==> src/rtl/keypad_matrix_debounce_core_assert.svh <==
// Assertion macros for the keypad matrix debounce core.
// Needs a clock named clk and a synchronous active-high reset named rst in scope.
`ifndef KEYPAD_MATRIX_DEBOUNCE_CORE_ASSERT_SVH
`define KEYPAD_MATRIX_DEBOUNCE_CORE_ASSERT_SVH

// same-cycle implication, checked outside reset
`define KMD_ASSERT_NOW(label, ante, cons, msg) \
  label: assert property (@(posedge clk) disable iff (rst) (ante) |-> (cons)) else $error(msg);

// next-cycle implication, checked outside reset
`define KMD_ASSERT_NEXT(label, ante, cons, msg) \
  label: assert property (@(posedge clk) disable iff (rst) (ante) |=> (cons)) else $error(msg);

`endif

==> src/rtl/kmd_pkg.sv <==
// Shared constants and the key position table for the keypad matrix debounce core.
// No dependencies.
package kmd_pkg;

  localparam int ROWS_DEFAULT   = 5;
  localparam int COLS_DEFAULT   = 6;
  localparam int MATRIX_W       = 30;
  localparam int CODE_W         = 5;
  localparam int TICKS_W        = 4;
  localparam int TABLE_ROWS     = 5;
  localparam int TABLE_COLS     = 6;

  localparam logic [CODE_W-1:0]  CODE_NONE      = 5'd0;
  localparam logic [CODE_W-1:0]  CODE_MULTI     = 5'd27;
  localparam logic [TICKS_W-1:0] DEBOUNCE_RESET = 4'd4;

  typedef logic [CODE_W-1:0] code_t;

  localparam code_t KEY_TABLE [TABLE_ROWS*TABLE_COLS] = '{
    5'd1,  5'd2,  5'd3,  5'd4,  5'd5,  5'd6,
    5'd7,  5'd8,  5'd9,  5'd10, 5'd11, 5'd12,
    5'd13, 5'd14, 5'd15, 5'd16, 5'd17, 5'd18,
    5'd0,  5'd0,  5'd19, 5'd20, 5'd21, 5'd22,
    5'd23, 5'd24, 5'd25, 5'd26, 5'd0,  5'd0
  };

  // Code of the key at (r, c); positions outside the table are unmapped.
  function automatic code_t key_at(input int r, input int c);
    code_t code;
    code = CODE_NONE;
    if (r < TABLE_ROWS && c < TABLE_COLS) begin
      code = KEY_TABLE[r*TABLE_COLS + c];
    end
    return code;
  endfunction

endpackage

==> src/rtl/keypad_matrix_debounce_core.sv <==
// Keypad matrix debounce core: each input beat passes the decode register, then the result register.
// Throughput one beat per cycle; a stalled result only blocks once both the
// decode register and the result register are full.
// Synchronous active-high reset: debounce_ticks 4, candidate 0, count 0,
// armed set, accepted key 0, both pipeline registers empty.
// Depends on kmd_pkg and keypad_matrix_debounce_core_assert.svh.
`include "keypad_matrix_debounce_core_assert.svh"

module keypad_matrix_debounce_core #(
  parameter int ROWS = kmd_pkg::ROWS_DEFAULT,
  parameter int COLS = kmd_pkg::COLS_DEFAULT
) (
  input  logic                        clk,
  input  logic                        rst,
  input  logic                        cfg_valid,
  output logic                        cfg_ready,
  input  logic [kmd_pkg::TICKS_W-1:0] cfg_data,   // debounce_ticks
  input  logic                        s_tvalid,
  output logic                        s_tready,
  input  logic [31:0]                 s_tdata,    // [29:0] pressed_matrix
  output logic                        m_tvalid,
  input  logic                        m_tready,
  output logic [15:0]                 m_tdata,    // [4:0] key_code, [9:5] raw_code
  output logic                        m_tuser     // key_event
);
  import kmd_pkg::*;

  localparam int NPOS = (ROWS*COLS < MATRIX_W) ? ROWS*COLS : MATRIX_W;

  logic [TICKS_W-1:0] debounce_ticks;
  logic               s1_valid;
  code_t              raw_q;
  logic               o_valid;
  code_t              o_key;
  code_t              o_raw;
  logic               o_event;

  code_t              candidate_code, candidate_code_next;
  logic [TICKS_W-1:0] stable_ticks, stable_ticks_next;
  logic               armed, armed_next;
  code_t              accepted_key, accepted_key_next;
  logic               event_next;

  logic [MATRIX_W-1:0] live;
  code_t               code_or;
  code_t               raw_next;
  logic                advance_out;
  logic                load_out;
  logic                in_fire;

  assign cfg_ready   = 1'b1;
  assign advance_out = !o_valid || m_tready;
  assign load_out    = s1_valid && advance_out;
  assign s_tready    = !s1_valid || advance_out;
  assign in_fire     = s_tvalid && s_tready;

  // Decode: mask to scanned positions; no key -> NONE, several or unmapped -> MULTI, else its code.
  always_comb begin
    live    = '0;
    code_or = CODE_NONE;
    for (int r = 0; r < ROWS; r++) begin
      for (int c = 0; c < COLS; c++) begin
        if (r*COLS + c < NPOS) begin
          live[r*COLS + c] = s_tdata[r*COLS + c];
          if (s_tdata[r*COLS + c]) begin
            code_or = code_or | key_at(r, c);
          end
        end
      end
    end
    if (live == '0) begin
      raw_next = CODE_NONE;
    end else if ((live & (live - MATRIX_W'(1))) != '0 || code_or == CODE_NONE) begin
      raw_next = CODE_MULTI;
    end else begin
      raw_next = code_or;
    end
  end

  // Debounce update for the beat leaving the decode register.
  always_comb begin
    candidate_code_next = candidate_code;
    stable_ticks_next   = stable_ticks;
    armed_next          = armed;
    accepted_key_next   = accepted_key;
    event_next          = 1'b0;
    if (raw_q != candidate_code) begin
      candidate_code_next = raw_q;
      stable_ticks_next   = TICKS_W'(1);
    end else begin
      if (stable_ticks < debounce_ticks) begin
        stable_ticks_next = stable_ticks + TICKS_W'(1);
      end
      if (stable_ticks_next >= debounce_ticks) begin
        if (candidate_code == CODE_NONE) begin
          armed_next = 1'b1;
        end else if (candidate_code != CODE_MULTI && armed) begin
          accepted_key_next = candidate_code;
          armed_next        = 1'b0;
          event_next        = 1'b1;
        end
      end
    end
  end

  always_ff @(posedge clk) begin
    if (rst) begin
      debounce_ticks <= DEBOUNCE_RESET;
      s1_valid       <= 1'b0;
      o_valid        <= 1'b0;
      candidate_code <= CODE_NONE;
      stable_ticks   <= '0;
      armed          <= 1'b1;
      accepted_key   <= CODE_NONE;
    end else begin
      if (cfg_valid && cfg_ready) begin
        debounce_ticks <= cfg_data;
      end
      if (in_fire) begin
        s1_valid <= 1'b1;
      end else if (load_out) begin
        s1_valid <= 1'b0;
      end
      if (load_out) begin
        o_valid        <= 1'b1;
        candidate_code <= candidate_code_next;
        stable_ticks   <= stable_ticks_next;
        armed          <= armed_next;
        accepted_key   <= accepted_key_next;
      end else if (m_tready) begin
        o_valid <= 1'b0;
      end
    end
  end

  // Payload registers: no reset needed.
  always_ff @(posedge clk) begin
    if (in_fire) begin
      raw_q <= raw_next;
    end
    if (load_out) begin
      o_key   <= accepted_key_next;
      o_raw   <= raw_q;
      o_event <= event_next;
    end
  end

  assign m_tvalid = o_valid;
  assign m_tdata  = {6'd0, o_raw, o_key};
  assign m_tuser  = o_event;

  `KMD_ASSERT_NOW(a_event_matches_raw, o_valid && o_event,
    o_key == o_raw && o_raw != CODE_NONE && o_raw != CODE_MULTI,
    "key event with a code that differs from the raw code")
  `KMD_ASSERT_NEXT(a_event_disarms, load_out && event_next, !armed,
    "block still armed after a key was latched")
  `KMD_ASSERT_NOW(a_raw_in_range, s1_valid, raw_q <= CODE_MULTI,
    "decoded raw code out of range")

endmodule

==> config.mk <==
export PLATFORM = sky130hd
export DESIGN_NAME = keypad_matrix_debounce_core
export DESIGN_NICKNAME = d
export VERILOG_FILES = /design/src/rtl/kmd_pkg.sv /design/src/rtl/keypad_matrix_debounce_core.sv
export VERILOG_INCLUDE_DIRS = /design/src /design/src/rtl
export SDC_FILE = /design/constraint.sdc
export NUM_CORES = 1
export LEC_CHECK = 0
export ABC_AREA = 1
export BUFFER_PORTS_ARGS = -buffer_cell sky130_fd_sc_hd__buf_2
export CORE_ASPECT_RATIO = 0.8
export CORE_MARGIN = 2
export CORE_UTILIZATION = 45
export DETAILED_ROUTE_END_ITERATION = 10
export GPL_ROUTABILITY_DRIVEN = 0
export HOLD_SLACK_MARGIN = 0.12
export PLACE_DENSITY = 0.66
export SLEW_MARGIN = 5
export SYNTH_ARGS = -nofsm -noshare
export SYNTH_HDL_FRONTEND = slang
export SYNTH_SLANG_ARGS = --single-unit
export TNS_END_PERCENT = 1
==> constraint.sdc <==
create_clock -name clk -period 4.4 [get_ports clk]
set_input_delay 0.44 -clock clk [delete_from_list [all_inputs] [get_ports clk]]
set_output_delay 0.44 -clock clk [all_outputs]
set_load 0.005 [all_outputs]
# --- Word-level counts from Yosys, hierarchy flattened ---
# Cells that the tools add are included.
totals:
  reg_bits: 37
  in_bits: 41
  out_inout_bits: 20
  elab_cells: 143
classes:
  addsub: 2
  n_lt_le_gt_ge: 2
  n_eq_ne: 2
  n_mux: 74
  n_bitwise: 32
  n_reduce_logical: 19
ops:
  columns: ["operator", "n"]
  rows:
  - ["5-bit two-way mux", 63]
  - ["5-bit bitwise OR", 28]
  - ["30-bit AND", 1]
  - ["30-bit logical NOT", 1]
  - ["30-bit nonzero test", 1]
  - ["30-bit by 1-bit subtractor with 30-bit output (second input constant)", 1]
  - ["4-bit two-way mux", 3]
  - ["5-bit logical NOT", 2]
  - ["1-bit two-way mux", 8]
  - ["2-bit nonzero test", 3]
  - ["5-bit != test", 1]
  - ["5-bit != test (second input constant)", 1]
  - ["1-bit by 5-bit bitwise OR with 5-bit output", 1]
  - ["4-bit by 1-bit adder with 4-bit output (second input constant)", 1]
  - ["4-bit >= comparator", 1]
  - ["4-bit < comparator", 1]
  - ["4-bit AND reduction", 1]
  - ["1-bit logical AND", 3]
  - ["1-bit logical OR", 3]
  - ["3-bit OR reduction", 1]
  - ["1-bit logical NOT", 2]
  - ["1-bit NOT", 2]
  - ["2-bit AND reduction", 1]
  - ["2-bit OR reduction", 1]

# --- Depth between registers and ports, before layout ---
# Gate-level depths: netlist of run 1.
logic_depth:
  word_depth: 62
  ltp_mapped: 21
  mapped_depth_nobuf: 21

# --- Worst setup path after synthesis of run 1 ---
# Ideal clock, no wire load.
synth_timing:
  path_type: "flip-flop to flip-flop"
  startpoint: "register debounce_ticks[1]"
  endpoint: "register o_key[3], data pin"
  setup_time_ps: 253
  t_arrival_ps: 2101
  required_ps: 4147
  slack_ps: 2046
  path_stages_with_launch: 19
  path_buffers: 0
  period_less_slack_ps: 2354
  cell_sequence: "dfxtp_1 -> inv_1 -> ha_1 -> o21ai_0 -> nand2_1 -> nand3_1 -> nand2_1 -> inv_1 -> nand2_1 -> xor2_1 -> inv_1 -> ha_1 -> o211ai_1 -> nand3_1 -> inv_1 -> nor2_4 -> nand2_1 -> nand2_1 -> nand2_1"
synth_between:
  elab_chain_cells: 6
synth_rtl:
  columns: ["item", "line", "rtl"]
  rows:
  - ["start, declared", "keypad_matrix_debounce_core.sv:30", "logic [TICKS_W-1:0] debounce_ticks;"]
  - ["start signal, assigned", "keypad_matrix_debounce_core.sv:117", "debounce_ticks <= cfg_data;"]
  - ["4-bit < comparator", "keypad_matrix_debounce_core.sv:91", "if (stable_ticks < debounce_ticks) begin"]
  - ["4-bit two-way mux", "keypad_matrix_debounce_core.sv:91", null]
  - ["4-bit two-way mux", "keypad_matrix_debounce_core.sv:87", "if (raw_q != candidate_code) begin"]
  - ["4-bit >= comparator (*)", "keypad_matrix_debounce_core.sv:94", "if (stable_ticks_next >= debounce_ticks) begin"]
  - ["5-bit two-way mux (*)", "keypad_matrix_debounce_core.sv:94", null]
  - ["5-bit two-way mux (*)", "keypad_matrix_debounce_core.sv:87", null]
  - ["net accepted_key_next[3]", "keypad_matrix_debounce_core.sv:41", "code_t accepted_key, accepted_key_next;"]
  - ["end signal, assigned", "keypad_matrix_debounce_core.sv:142", "o_key <= accepted_key_next;"]
  - ["end, declared", "keypad_matrix_debounce_core.sv:34", "code_t o_key;"]
# Mark *: on every way through the listed nets, which the timed path passes. The rest lies on a longest branch. The select of a mux whose other input is x is not followed.
# A chain may end at the register's enable or synchronous reset.

# --- Final worst setup path of run 1 ---
layout_timing:
  startpoint: "register stable_ticks[1]"
  endpoint: "register o_key[3], data pin"
layout_between:
  elab_chain_cells: 6
  word_cells_on_any_way: 7
  cone_classes: "add/sub: 1; order compare: 2; mux: 4"
layout_rtl:
  columns: ["item", "line", "rtl"]
  rows:
  - ["start, declared", "keypad_matrix_debounce_core.sv:39", "logic [TICKS_W-1:0] stable_ticks, stable_ticks_next;"]
  - ["start signal, assigned", "keypad_matrix_debounce_core.sv:127", "stable_ticks <= stable_ticks_next;"]
  - ["4-bit by 1-bit adder with 4-bit output / 4-bit < comparator (equally long branches)", "keypad_matrix_debounce_core.sv:92, keypad_matrix_debounce_core.sv:91", null]
  - ["4-bit two-way mux (*)", "keypad_matrix_debounce_core.sv:91", null]
  - ["4-bit two-way mux (*)", "keypad_matrix_debounce_core.sv:87", null]
  - ["4-bit >= comparator (*)", "keypad_matrix_debounce_core.sv:94", null]
  - ["5-bit two-way mux (*)", "keypad_matrix_debounce_core.sv:94", null]
  - ["5-bit two-way mux (*)", "keypad_matrix_debounce_core.sv:87", null]
  - ["net accepted_key_next[3]", "keypad_matrix_debounce_core.sv:41", null]
# Marked as above.

==> results of run 1 <==
cell families after synthesis:
group	Yosys count	synth area share
XOR/XNOR	5	0.0159
buffers and inverters	70	0.105
adder cells (fa/ha/maj)	8	0.0362
flip-flops	37	0.326
other	2	0.00272
AND/OR/NAND/NOR	274	0.438
AO/OA/AOI/OAI	39	0.0766
registers in the layout, summed over array words and instances (netlist names):
register        count
accepted_key        5
armed               1
candidate_code      5
debounce_ticks      4
m_tuser             1
m_tvalid            1
o_key               5
o_raw               5
raw_q               5
s1_valid            1
stable_ticks        4
metrics by stage:
stage	total power, mW	setup slack, ns	area (sq um)
after detailed placement	0.534	1.77	3080
after CTS	0.765	1.73	3160
final	0.759	1.73	3160
after floorplan	0.484	2.05	2780
after global routing	0.806	1.45	3160
after global placement	0.531	1.79	3080
critical path, cell delays in order (launching register included):
cell and delay, ns:
dfxtp_1 0.42, ha_1 0.26, o21ai_0 0.07, nand2_1 0.06, nand3_1 0.07, nand2_1 0.10
inv_1 0.12, nand2_1 0.07, xor2_1 0.13, inv_1 0.08, ha_1 0.30, nand4_1 0.08
nand3_1 0.15, inv_1 0.09, nor2_4 0.14, nand2_1 0.13, nand2_1 0.10, nand2_1 0.05
power groups by stage:
stage	Clock [mW]	Combinational [mW]	Sequential, mW
after floorplan	0	0.0934	0.391
after global placement	0	0.140	0.392
after detailed placement	0	0.142	0.392
after CTS	0.238	0.143	0.384
after global routing	0.255	0.165	0.386
final	0.231	0.144	0.385
area by class of cell:
| class | count | area, sq um |
|---|---|---|
| Fill cell | 564 | 2750 |
| Inverter | 61 | 229 |
| Multi-Input combinational cell | 333 | 1590 |
| Timing Repair Buffer | 51 | 255 |
| Clock inverter | 3 | 17.5 |
| Tap cell | 81 | 101 |
| Sequential cell | 37 | 901 |
| Clock buffer | 5 | 68.8 |
routing by layer:
| metal | routed length [um] | part of all wire | global-route usage | up-vias |
|---|---|---|---|---|
| met5 | 0 | 0 | 0 | - |
| met4 | 102 | 0.016 | 0.0606 | 0 |
| met3 | 404 | 0.062 | 0.0446 | 10 |
| met2 | 2830 | 0.43 | 0.331 | 84 |
| met1 | 3220 | 0.49 | 0.268 | 1231 |
| li1 | - | - | - | 1468 |
cells in the final DEF, fill, tap and decap left out, drive strengths merged:
cell type	count
clkbuf	5
o21ai	17
or4	1
a22oi	1
ha	8
edfxtp	16
nor2	99
nand4	6
nand3b	1
inv	61
o21a	2
o31ai	1
clkinv	3
dfxtp	21
a21oi	17
o211ai	1
nand3	40
conb	7
buf	51
and3	1
xor2	5
or2	1
nand2	121
nor3	4
final timing paths:
path / start / to / slack, ns / cells after the start
worst min-delay path: cfg_data[2] / debounce_ticks[2] / 0.37 / 3
worst max register to register: stable_ticks[1] / o_key[3] / 1.73 / 17
worst min register to register: debounce_ticks[0] / debounce_ticks[0] / 0.49 / 2
worst max-delay path: stable_ticks[1] / o_key[3] / 1.73 / 17
==> flow_metrics.py, run 1 <==
metrics = {
    "floorplanning": {
        "core_sq_um": 5910,
        "initial_core_util": 0.467,
        "die_x_um": 91.6,
        "die_y_um": 74.1,
        "num_rows": 25,
        "die_area_sq_um": 6780,
        "pin_count": 61,
    },
    "placement": {
        "portBuffers": 51,
        "placedCellCount": 563,
        "dpl.hpwl_um": 5320,
    },
    "timing": {
        "finalCritPeriodShare": 0.608,
        "setup_tns_ns": 0,
        "fmax_mhz": 374,
        "holdWs_ns": 0.367,
        "drv_slew": 0,
        "tightest_slew_ns": 0.767,
        "finalSetupViolations": 0,
        "hold_viol": 0,
        "rsz0062_at_grt": "false",
        "slew-limit-headroom": 0.488,
        "fin_skew_ns": 0.00693,
        "period_needed_ns": 2.67,
    },
    "critical_path": {
        "cp_data_arrival_time_ns": 2.72,
        "worstSetupPathType": "reg -> reg",
        "cp-end-kind": "register",
        "start_kind": "register",
        "critPathRequiredTime_ns": 4.44,
        "critical_path_peak_fanout": 5,
    },
    "grt": {
        "grtUsageTotal": 0.201,
        "antenna_found_initial": 0,
        "grt_pass1_vias": 2529,
        "grt_max_degree": 24,
        "grt_pass1_wl_um": 10900,
        "grt-ovfl-total": 0,
    },
    "yosys": {
        "yosys-top-cells-area": "edfxtp_1 (17%), nand2_1 (16%), dfxtp_1 (15%), nor2_1 (11%), inv_1 (8.0%)",
        "ys_seq_area_frac": 0.326,
        "yosysUniqueCellTypes": 31,
        "syn_avg_cell_area_sq_um": 6.35,
        "synth_edf_count": 16,
        "synth_area_sq_um": 2760,
        "synth_top_area_cell": "edfxtp_1",
        "yosysMostFrequentCell": "nand2_1",
        "syn_inst": 435,
        "synthArstFlopShare": 0,
        "synth_commonest_cells": "nand2_1 (117), nor2_1 (82), inv_1 (59), nand3_1 (38), dfxtp_1 (21)",
        "synth_top_area_share": 0.174,
        "ys_ff_latch": 37,
        "synthFlopType": "dfxtp_1",
        "ys_warn_count": 0,
    },
    "detailed_routing": {
        "antenna_left": 0,
        "wire_per_inst_um": 11.5,
        "drc": 0,
        "wl_um": 6560,
        "via_count": 2793,
        "dr.pass1.iters": 4,
        "drt_iter0_markers": 108,
        "vias_per_cell": 4.89,
    },
    "clock_network": {
        "cts_root_buffer": "clkbuf_8",
        "numCtsBuffers": 5,
        "path_clk_slew_ns": 0.08,
        "cts_tree": "yes",
        "clock_sinks": 37,
        "cts_setup_buffers": 0,
        "clk_path_buf_depth": 2,
        "cts_resized": 0,
        "worstSkewPairLatency_ns": 0.29,
        "cts_max_level": 2,
        "cts_hold_buf": 0,
    },
    "power": {
        "seq_power_share": 0.507,
        "power_leakage_nw": 1.53,
        "p_clk_frac": 0.304,
        "irDropWorstVdd_uv": 97.2,
        "sw_frac_of_total": 0.296,
        "p_comb_frac": 0.190,
        "p_int_mw": 0.534,
        "power_density_nw_per_um2": 240,
        "p_switching_mw": 0.225,
    },
    "finish": {
        "area_delta_synth_final_pct": 14.5,
        "final_cells": 571,
        "nets": 538,
        "postLayoutCoreUtil": 0.535,
        "drive_above_1_share": 0.176,
        "n_antenna_cell": 0,
    },
    "run": {
        "maxCapViolations": 0,
    },
    "run_status": {
        "status": "completed",
    },
    "worst_hold_path": {
        "hold_path_class": "in -> reg",
    },
}
No activity file was read; power rests on OpenSTA's default activity.
==> run 2, diff against run 1 <==
==> constraint.sdc (replaced) <==
create_clock -name clk -period 2.6 [get_ports clk]
set_input_delay 0.26 -clock clk [delete_from_list [all_inputs] [get_ports clk]]
set_output_delay 0.26 -clock clk [all_outputs]
set_load 0.005 [all_outputs]
==> run 2 against run 1 <==
- clock power grew 74%
- count of clock-buffer cells in the layout is the same
- register-to-register slack lost 1.6 ns
- critical path type unchanged
- largest cell class unchanged
==> flow_metrics.py, run 2 (same netlist as run 1, synthesis figures left out) <==
metrics = {
    "run_status": {
        "status": "completed",
    },
    "floorplanning": {
        "num_rows": 25,
        "core_sq_um": 5910,
        "die_y_um": 74.1,
        "pin_count": 61,
        "initial_core_util": 0.467,
        "die_area_sq_um": 6780,
        "die_x_um": 91.6,
    },
    "clock_network": {
        "cts_tree": "yes",
        "cts_root_buffer": "clkbuf_8",
        "clk_path_buf_depth": 2,
        "worstSkewPairLatency_ns": 0.29,
        "path_clk_slew_ns": 0.08,
        "numCtsBuffers": 5,
        "cts_setup_buffers": 0,
        "clock_sinks": 37,
        "cts_max_level": 2,
    },
    "grt": {
        "grtUsageTotal": 0.204,
        "grt_pass1_wl_um": 11100,
        "grt_pass1_vias": 2531,
        "antenna_found_initial": 0,
        "grt_max_degree": 14,
        "grt-ovfl-total": 0,
    },
    "detailed_routing": {
        "wl_um": 6830,
        "via_count": 2851,
        "vias_per_cell": 4.93,
        "drc": 0,
        "wire_per_inst_um": 11.8,
        "dr.pass1.iters": 4,
        "antenna_left": 0,
        "drt_iter0_markers": 137,
    },
    "finish": {
        "drive_above_1_share": 0.221,
        "fin_area_sq_um": 3300,
        "layout_common_cells": "nand2_1 (110), nor2_1 (81), inv_1 (58)",
        "layout_commonest_cell": "nand2_1",
        "ff_latch_area_sq_um": 902,
        "n_antenna_cell": 0,
        "multiInputGateArea_sq_um": 1670,
        "nets": 545,
        "area_delta_synth_final_pct": 19.4,
        "n_fill_cell": 606,
    },
    "power": {
        "power_density_nw_per_um2": 400,
        "irDropWorstVdd_uv": 202,
        "power_leakage_nw": 1.58,
        "power.total_mw": 1.32,
    },
    "timing": {
        "fmax_mhz": 405,
        "setup_tns_ns": 0,
        "rsz0062_at_grt": "true",
        "fin_skew_ns": 0.00910,
        "holdWs_ns": 0.198,
        "fin_ws_ns": 0.129,
        "drv_slew": 0,
        "finalCritPeriodShare": 0.951,
        "hold_viol": 0,
        "finalSetupViolations": 0,
        "period_needed_ns": 2.47,
    },
    "critical_path": {
        "critical_path_peak_fanout": 5,
        "cp-end-kind": "register",
        "start_kind": "register",
        "critPathRequiredTime_ns": 2.65,
        "cp_data_arrival_time_ns": 2.52,
        "worstSetupPathType": "reg -> reg",
    },
    "run": {
        "maxCapViolations": 0,
    },
    "placement": {
        "dpl.hpwl_um": 5470,
        "portBuffers": 51,
        "place_area_sq_um": 3130,
        "dp_slack_ns": -0.0510,
    },
    "worst_hold_path": {
        "hold_path_class": "in -> reg",
    },
}
run 2: cell types whose count changed in the layout (fill, tap and decap cells not counted), sizes merged:
cell,delta
buf,+7
run 2: power breakdown:
| part | internal (mW) | switching [mW] |
|---|---|---|
| Sequential | 0.634 | 0.0175 |
| Clock | 0.186 | 0.218 |
| Combinational | 0.0947 | 0.167 |
| Total | 0.915 | 0.403 |
run 2: area by class of cell:
type / count / area share
Clock buffer: 5 / 0.0209
Clock inverter: 3 / 0.00531
Inverter: 61 / 0.0694
Multi-Input combinational cell: 333 / 0.507
Sequential cell: 37 / 0.274
Tap cell: 81 / 0.0307
Timing Repair Buffer: 58 / 0.0934
run 2: per-layer routing:
metal / global-route usage / wire length, um / up-vias
met4: 0.0522 / 56 / 0
met5: 0 / 0 / -
met2: 0.342 / 3150 / 81
met1: 0.278 / 3260 / 1277
li1: - / - / 1489
met3: 0.0375 / 365 / 4
run 2: metrics by stage:
stage	utilization	std cells
finish	0.558	578
global route	0.558	578
CTS	0.545	578
detailed placement	0.529	570
global placement	0.529	570
floorplan	-	440
run 2: worst max-delay path, cell delays in order, from the launching register on:
cell and delay (ns):
dfxtp_2 0.32, inv_1 0.04, ha_1 0.28, o21ai_2 0.06
nand2_1 0.08, nand3_2 0.07, nand2_2 0.08, inv_2 0.08
nand2_2 0.05, xor2_1 0.15, inv_1 0.10, ha_4 0.27
o211ai_1 0.09, nand3_2 0.11, inv_1 0.07, nor2_4 0.14
nand2_4 0.09, nand2_1 0.08, nand2_1 0.05
run 2: final timing paths:
check | from | to | slack (ns) | cells past startpoint
max | debounce_ticks[1] | o_key[0] | 0.13 | 18
min | cfg_data[2] | debounce_ticks[2] | 0.20 | 3
max reg2reg | debounce_ticks[1] | o_key[0] | 0.13 | 18
min reg2reg | armed | armed | 0.50 | 2
run 2: repair_timing:
item,CTS,global route
pin swaps,0,8
hold buffers,0,0
endpoints found under the setup margin,8,12
gates resized for setup,2,17
gates cloned,0,0
